==> src/rtl/core/blca_pkg.sv <==
// ----------------------------------------------------------------------------
// blca_pkg
// Shared types and codes of the binary-lifting ancestor engine: item kinds,
// controller states, datapath operations and the command/status bundles.
// ----------------------------------------------------------------------------
package blca_pkg;

	localparam int FIELD_W = 10;

	typedef logic [FIELD_W-1:0] node_t;

	typedef enum logic [1:0] {
		KIND_LOAD  = 2'd0,
		KIND_BUILD = 2'd1,
		KIND_LCA   = 2'd2,
		KIND_LIFT  = 2'd3
	} kind_t;

	typedef enum logic [3:0] {
		ST_IDLE,
		ST_DEPTH,
		ST_SETUP,
		ST_LIFT_RD,
		ST_LIFT_WB,
		ST_POST,
		ST_DESC_RD,
		ST_DESC_WB,
		ST_FIN_RD,
		ST_FIN_WB,
		ST_ANS_RD,
		ST_ANS_WB,
		ST_B_RD1,
		ST_B_RD2,
		ST_B_WR
	} state_t;

	typedef enum logic [3:0] {
		DP_NOP,
		DP_LOAD,
		DP_CAPTURE,
		DP_DEPTH_RD,
		DP_SETUP,
		DP_LIFT_RD,
		DP_LIFT_WB,
		DP_LIFT_ADV,
		DP_DESC_INIT,
		DP_DESC_RD,
		DP_DESC_WB,
		DP_FIN_RD,
		DP_FIN_WB,
		DP_ANS_RD,
		DP_EMIT,
		DP_BUILD_INIT
	} dp_op_t;

	typedef enum logic [1:0] {
		BP_NONE,
		BP_RD1,
		BP_RD2,
		BP_WR
	} bld_op_t;

	typedef struct packed {
		dp_op_t  op;
		bld_op_t bop;
		logic    lca;
	} cmd_t;

	typedef struct packed {
		logic lift_bit;
		logic lift_end;
		logic same;
		logic shallow;
		logic lvl_zero;
		logic node_last;
		logic level_last;
		logic out_free;
	} sts_t;

endpackage

==> src/rtl/core/blca_ctrl.sv <==
// ----------------------------------------------------------------------------
// blca_ctrl
// Sequencer of the ancestor engine: takes items, steps loads, table builds
// and queries through the datapath by command, reading back its status.
// ----------------------------------------------------------------------------
module blca_ctrl #(
	parameter int LEVELS = 10
) (
	input  logic             clk,
	input  logic             arst_n,
	input  logic             in_valid,
	input  logic [1:0]       in_kind,
	output logic             in_ready,
	output blca_pkg::cmd_t   cmd,
	input  blca_pkg::sts_t   sts
);

	blca_pkg::state_t state_q, state_nx;
	logic lca_q;
	logic lca_nx;

	always_ff @(posedge clk or negedge arst_n) begin
		if (!arst_n) begin
			state_q <= blca_pkg::ST_IDLE;
			lca_q   <= 1'b0;
		end else begin
			state_q <= state_nx;
			lca_q   <= lca_nx;
		end
	end

	always_comb begin
		state_nx = state_q;
		lca_nx   = lca_q;
		in_ready = 1'b0;
		cmd.op   = blca_pkg::DP_NOP;
		cmd.bop  = blca_pkg::BP_NONE;
		cmd.lca  = lca_q;
		unique case (state_q)
			blca_pkg::ST_IDLE: begin
				in_ready = 1'b1;
				if (in_valid) begin
					unique case (in_kind)
						blca_pkg::KIND_LOAD: begin
							cmd.op = blca_pkg::DP_LOAD;
						end
						blca_pkg::KIND_BUILD: begin
							if (LEVELS > 1) begin
								cmd.op   = blca_pkg::DP_BUILD_INIT;
								state_nx = blca_pkg::ST_B_RD1;
							end
						end
						default: begin
							cmd.op   = blca_pkg::DP_CAPTURE;
							lca_nx   = (in_kind == blca_pkg::KIND_LCA);
							state_nx = blca_pkg::ST_DEPTH;
						end
					endcase
				end
			end
			blca_pkg::ST_DEPTH: begin
				cmd.op   = blca_pkg::DP_DEPTH_RD;
				state_nx = blca_pkg::ST_SETUP;
			end
			blca_pkg::ST_SETUP: begin
				cmd.op = blca_pkg::DP_SETUP;
				// target deeper than the node: the node itself is the answer
				if (!lca_q && sts.shallow) begin
					state_nx = blca_pkg::ST_ANS_RD;
				end else begin
					state_nx = blca_pkg::ST_LIFT_RD;
				end
			end
			blca_pkg::ST_LIFT_RD: begin
				if (sts.lift_bit) begin
					cmd.op   = blca_pkg::DP_LIFT_RD;
					state_nx = blca_pkg::ST_LIFT_WB;
				end else begin
					cmd.op   = blca_pkg::DP_LIFT_ADV;
					state_nx = sts.lift_end ? blca_pkg::ST_POST : blca_pkg::ST_LIFT_RD;
				end
			end
			blca_pkg::ST_LIFT_WB: begin
				cmd.op   = blca_pkg::DP_LIFT_WB;
				state_nx = sts.lift_end ? blca_pkg::ST_POST : blca_pkg::ST_LIFT_RD;
			end
			blca_pkg::ST_POST: begin
				if (!lca_q || sts.same) begin
					state_nx = blca_pkg::ST_ANS_RD;
				end else begin
					cmd.op   = blca_pkg::DP_DESC_INIT;
					state_nx = blca_pkg::ST_DESC_RD;
				end
			end
			blca_pkg::ST_DESC_RD: begin
				cmd.op   = blca_pkg::DP_DESC_RD;
				state_nx = blca_pkg::ST_DESC_WB;
			end
			blca_pkg::ST_DESC_WB: begin
				cmd.op   = blca_pkg::DP_DESC_WB;
				state_nx = sts.lvl_zero ? blca_pkg::ST_FIN_RD : blca_pkg::ST_DESC_RD;
			end
			blca_pkg::ST_FIN_RD: begin
				cmd.op   = blca_pkg::DP_FIN_RD;
				state_nx = blca_pkg::ST_FIN_WB;
			end
			blca_pkg::ST_FIN_WB: begin
				cmd.op   = blca_pkg::DP_FIN_WB;
				state_nx = blca_pkg::ST_ANS_RD;
			end
			blca_pkg::ST_ANS_RD: begin
				cmd.op   = blca_pkg::DP_ANS_RD;
				state_nx = blca_pkg::ST_ANS_WB;
			end
			blca_pkg::ST_ANS_WB: begin
				// hold the answer until the output register frees up
				if (sts.out_free) begin
					cmd.op   = blca_pkg::DP_EMIT;
					state_nx = blca_pkg::ST_IDLE;
				end
			end
			blca_pkg::ST_B_RD1: begin
				cmd.bop  = blca_pkg::BP_RD1;
				state_nx = blca_pkg::ST_B_RD2;
			end
			blca_pkg::ST_B_RD2: begin
				cmd.bop  = blca_pkg::BP_RD2;
				state_nx = blca_pkg::ST_B_WR;
			end
			blca_pkg::ST_B_WR: begin
				cmd.bop = blca_pkg::BP_WR;
				if (sts.node_last && sts.level_last) begin
					state_nx = blca_pkg::ST_IDLE;
				end else begin
					state_nx = blca_pkg::ST_B_RD1;
				end
			end
			default: begin
				state_nx = blca_pkg::ST_IDLE;
			end
		endcase
	end

endmodule

==> config.mk <==
export PLATFORM = sky130hd
export DESIGN_NAME = blca_ctrl
export DESIGN_NICKNAME = d
export VERILOG_FILES = /design/src/rtl/core/blca_pkg.sv /design/src/rtl/core/blca_ctrl.sv
export SDC_FILE = /design/constraint.sdc
export NUM_CORES = 1
export LEC_CHECK = 0
export BUFFER_PORTS_ARGS = -buffer_cell sky130_fd_sc_hd__buf_4
export CAP_MARGIN = 20
export CORE_MARGIN = 5
export CORE_UTILIZATION = 48
export DETAILED_ROUTE_END_ITERATION = 16
export PLACE_DENSITY = 0.76
export SKIP_CTS_REPAIR_TIMING = 1
export SKIP_LAST_GASP = 1
export SLEW_MARGIN = 20
export SYNTH_ARGS = -nofsm -noshare
export SYNTH_HDL_FRONTEND = slang
export SYNTH_SLANG_ARGS = --single-unit
==> constraint.sdc <==
create_clock -name clk -period 1.6 [get_ports clk]
set_input_delay 0.24 -clock clk [delete_from_list [all_inputs] [get_ports clk]]
set_output_delay 0.24 -clock clk [all_outputs]
set_load 0.01 [all_outputs]
======== Word level (Yosys, flattened, before mapping) ========
Cells that the tools add are included.
word-level totals
  output and inout port bits .............. 8
  register bits after elaboration ......... 5
  logic and storage cells ................. 49
operators by class
  equal/unequal tests ..................... 19
  reductions and logical operators ........ 9
  bitwise operators ....................... 1
  muxes and demuxes ....................... 18
operator list
  kind                  number
  $pmux W4 S15          1
  $pmux W4 S12          1
  $mux W4               9
  $eq A4 B4 Y1 const B  7
  $eq A4 B3 Y1 const B  4
  $pmux W4 S2           2
  $eq A4 B2 Y1 const B  2
  $mux W3               2
  $ne A2 B2 Y1 const B  3
  $pmux W2 S3           1
  $reduce_and A3 Y1     2
  $eq A4 B1 Y1 const B  1
  $logic_not A4 Y1      1
  $eq A2 B1 Y1 const B  1
  $eq A2 B2 Y1 const B  1
  $logic_and A1 B1 Y1   2
  $logic_not A2 Y1      1
  $mux W2               1
  $reduce_or A2 Y1      1
  $logic_not A1 Y1      1
  $logic_or A1 B1 Y1    1
  $mux W1               1
  $not A1 Y1            1

======== Depth between registers and ports, before layout ========
  word-level depth ........................ 4
  gate-level depth with buffers ........... 5
  gate-level depth less buffers ........... 4

======== Least setup slack after synthesis ========
OpenSTA, ideal clock, no wires.
  kind .................................... flip-flop to output port
  from .................................... register state_q[0]
  to ...................................... output port cmd[6] (netlist name)
  stages on the path, launching flop included .. 6
  arrival ................................. 1.240 ns
  path slack .............................. 0.120 ns
  buffers on the path ..................... 1
  required time ........................... 1.360 ns
  cell sequence ........................... dfrtp_1 -> buf_6 -> nor4_4 -> nand3_1 -> o31a_2 -> o221ai_2
RTL lines
  item                    RTL line         source
  start, declared         blca_ctrl.sv:18  blca_pkg::state_t state_q, state_nx;
  start signal, assigned  blca_ctrl.sv:24  state_q <= blca_pkg::ST_IDLE;
  start signal, assigned  blca_ctrl.sv:27  state_q <= state_nx;
  end, declared           blca_ctrl.sv:14  output blca_pkg::cmd_t cmd,

==> flow_summary.json <==
{
  "finClkSkew_ns": 0.00405,
  "syn_avg_cell_area_um2": 7.39,
  "path_class": "reg -> out",
  "ctsLongestPathBuffers": 2,
  "cp-start-kind": "flop",
  "min_from": "in_kind[0]",
  "p_leak_nw": 0.407,
  "ant_nets": 0,
  "antenna_found_initial": 0,
  "htreeDepth": 1,
  "vias": 789,
  "synthCells": 86,
  "layout_min_cycle_time_ns": 1.80,
  "drive_gt1_share_pct": 41.9,
  "root_buffer": "clkbuf_4",
  "initial_utilization_pct": 50.1,
  "yosysTopAreaCell": "dfrtp_1",
  "drv_slew": 0,
  "crit_slowest_cell": "dfrtp_2",
  "chipHeight_um": 46.4,
  "cts_tree": "yes",
  "crit_path_max_fanout": 5,
  "worstSkewPairLatency_ns": 0.25,
  "drc": 0,
  "ys_seq_area_share_pct": 19.7,
  "path_cells": "buf_6, nor4_4, nand3_1, o31a_2, o221ai_2, buf_4",
  "powerDensity_nw_per_um2": 2090,
  "hold_violations": 0,
  "rsz0062_at_grt": "true",
  "globalRouteOverflowTotal": 0,
  "crit_family": "flip-flops",
  "clkTransAtPathRegs_ns": 0.04,
  "synth-seq-cells": 5,
  "cp-end-kind": "output port",
  "vias_per_cell": 5.98,
  "ff2ff_path_depth": 6,
  "antenna_cells": 0,
  "max_stage_delay_ns": 0.43,
  "hpwl_mm": 1.47,
  "max_slew_margin_pct": 76.2,
  "drt_iter0_drc": 24,
  "fmax_mhz": 555,
  "r2r_start": "state_q[2]",
  "drt_pass1_iterations": 4,
  "min_path_type": "in -> reg",
  "path_buf_inv": 2,
  "design.die.area_um2": 2150,
  "finalSetupTns_ns": -0.583,
  "area_delta_synth_final_pct": 44.1,
  "period_share_pct": 113,
  "netlist.area_leader.share_pct": 19.7,
  "ir_drop_v": 0.000900,
  "ys_types": 33,
  "path_depth": 6,
  "totalWireLength_mm": 1.97,
  "maxCapViolations": 0,
  "num-nets-final": 131,
  "core_um2": 1270,
  "grt_pass1_vias": 678,
  "gp_congestion": 0.874,
  "arrival_ns": 1.56,
  "synth_nets": 99,
  "setup_viol": 5,
  "status": "finished, violations left",
  "min_to": "lca_q",
  "worst_pin_slew_ns": 0.354,
  "placementRows": 13,
  "yosys_warnings": 0,
  "final_util_pct": 72.2,
  "setup_ws_ns": -0.201,
  "min_path_cells": 2,
  "port_buffers": 20,
  "violations": "setup timing",
  "ys_top_cells_by_area": "dfrtp_1, nor2_1, o21ai_0, nand2_1, a31oi_1",
  "cts_buffers": 3,
  "numClockSinks": 5,
  "io_pins": 21,
  "rrSetupSlack_ns": 0.14,
  "synth_area_um2": 636,
  "grt_use_total_pct": 19.3,
  "cp.required_ns": 1.36,
  "r2r_end": "state_q[3]",
  "fp.dieW_um": 46.4,
  "grt_max_degree": 11,
  "grt_pass1_wl_mm": 2.95,
  "wl_per_cell_um": 14.9
}
==> Yosys cell counts <==
cell	count
a21oi_1	5
a221oi_2	1
a311o_1	2
a31oi_1	5
a32oi_1	1
buf_2	3
buf_4	4
buf_6	1
dfrtp_1	5
inv_1	5
mux2_2	1
mux2i_1	2
nand2_1	9
nand2b_1	1
nand2b_4	1
nand3_1	3
nor2_1	12
nor2b_1	2
nor4_1	2
nor4_4	1
o21ai_0	7
o21ai_1	1
o21ai_2	1
o21bai_1	1
o221ai_1	1
o221ai_2	1
o22ai_1	2
o311ai_0	1
o31a_1	1
o31a_2	1
o32ai_1	1
or2_2	1
xnor2_1	1
==> registers in the layout (all words and copies together), names as in the netlist <==
register  count
lca_q         1
state_q       4
==> worst max-delay path by stage <==
stage | from | endpoint | slack (ns)
final | state_q[3] | cmd[6] | -0.20
after detailed placement | state_q[0] | cmd[6] | 0.07
after global routing | state_q[3] | cmd[6] | -0.26
after floorplan | state_q[0] | cmd[6] | 0.12
after CTS | state_q[0] | cmd[6] | -0.19
after global placement | state_q[1] | cmd[6] | 0.12
==> report_power, final <==
part	internal [W]	switching [W]	total (W)
clock	0.0000946	0.0000564	0.000151
combinational	0.000747	0.000699	0.00145
sequential	0.000199	0.000120	0.000319
total	0.00104	0.000875	0.00192
==> layer usage <==
| metal | global-route usage (%) | part of all wire (%) | vias up |
|---|---|---|---|
| li1 | - | - | 382 |
| met1 | 24.7 | 41 | 357 |
| met2 | 31.0 | 50 | 45 |
| met3 | 2.73 | 7.4 | 5 |
| met4 | 10.2 | 1.7 | 0 |
| met5 | 0 | 0 | - |
==> logic make-up after synthesis <==
family                    count (synthesis)  share of synthesized area (%)
buffers and inverters                    13                           11.8
muxes                                     3                           4.92
xor gates and xnor gates                  1                           1.38
DFF                                       5                           19.7
AOI/OAI and AO/OA                        32                           36.0
and+or+nand+nor                          32                           26.2
==> placed cells by master, fill, tap and decap left out, types with 2 or more instances in the layout <==
cell type,instances
nand2_1,9
nor2_1,12
o22ai_1,2
clkbuf_4,3
buf_6,2
buf_4,31
dfrtp_2,3
a21oi_1,5
inv_1,5
a311o_1,2
mux2i_1,2
nor2b_1,2
nand3_1,3
a31oi_1,5
o21ai_0,7
nor4_1,2
dfrtp_1,2
==> final cells by class <==
type	count	area, um2
timing repair buffer	35	285
clock buffer	4	26.3
inverter	5	18.8
fill	108	353
sequential	5	129
multi-input combinational	68	438
tap	15	18.8
==> metrics by stage <==
stage	instance area, um2	hold WS [ns]	setup slack, ns	total power, W	std cells
floorplan	636	-0.0556	0.120	0.00117	86
global placement	836	0.0460	0.119	0.00160	123
finish	916	0.201	-0.201	0.00192	132
global route	916	0.211	-0.257	0.00207	132
detailed placement	836	0.0475	0.0727	0.00163	123
CTS	862	-0.213	-0.188	0.00178	127
(Power assumes the default switching activity.)
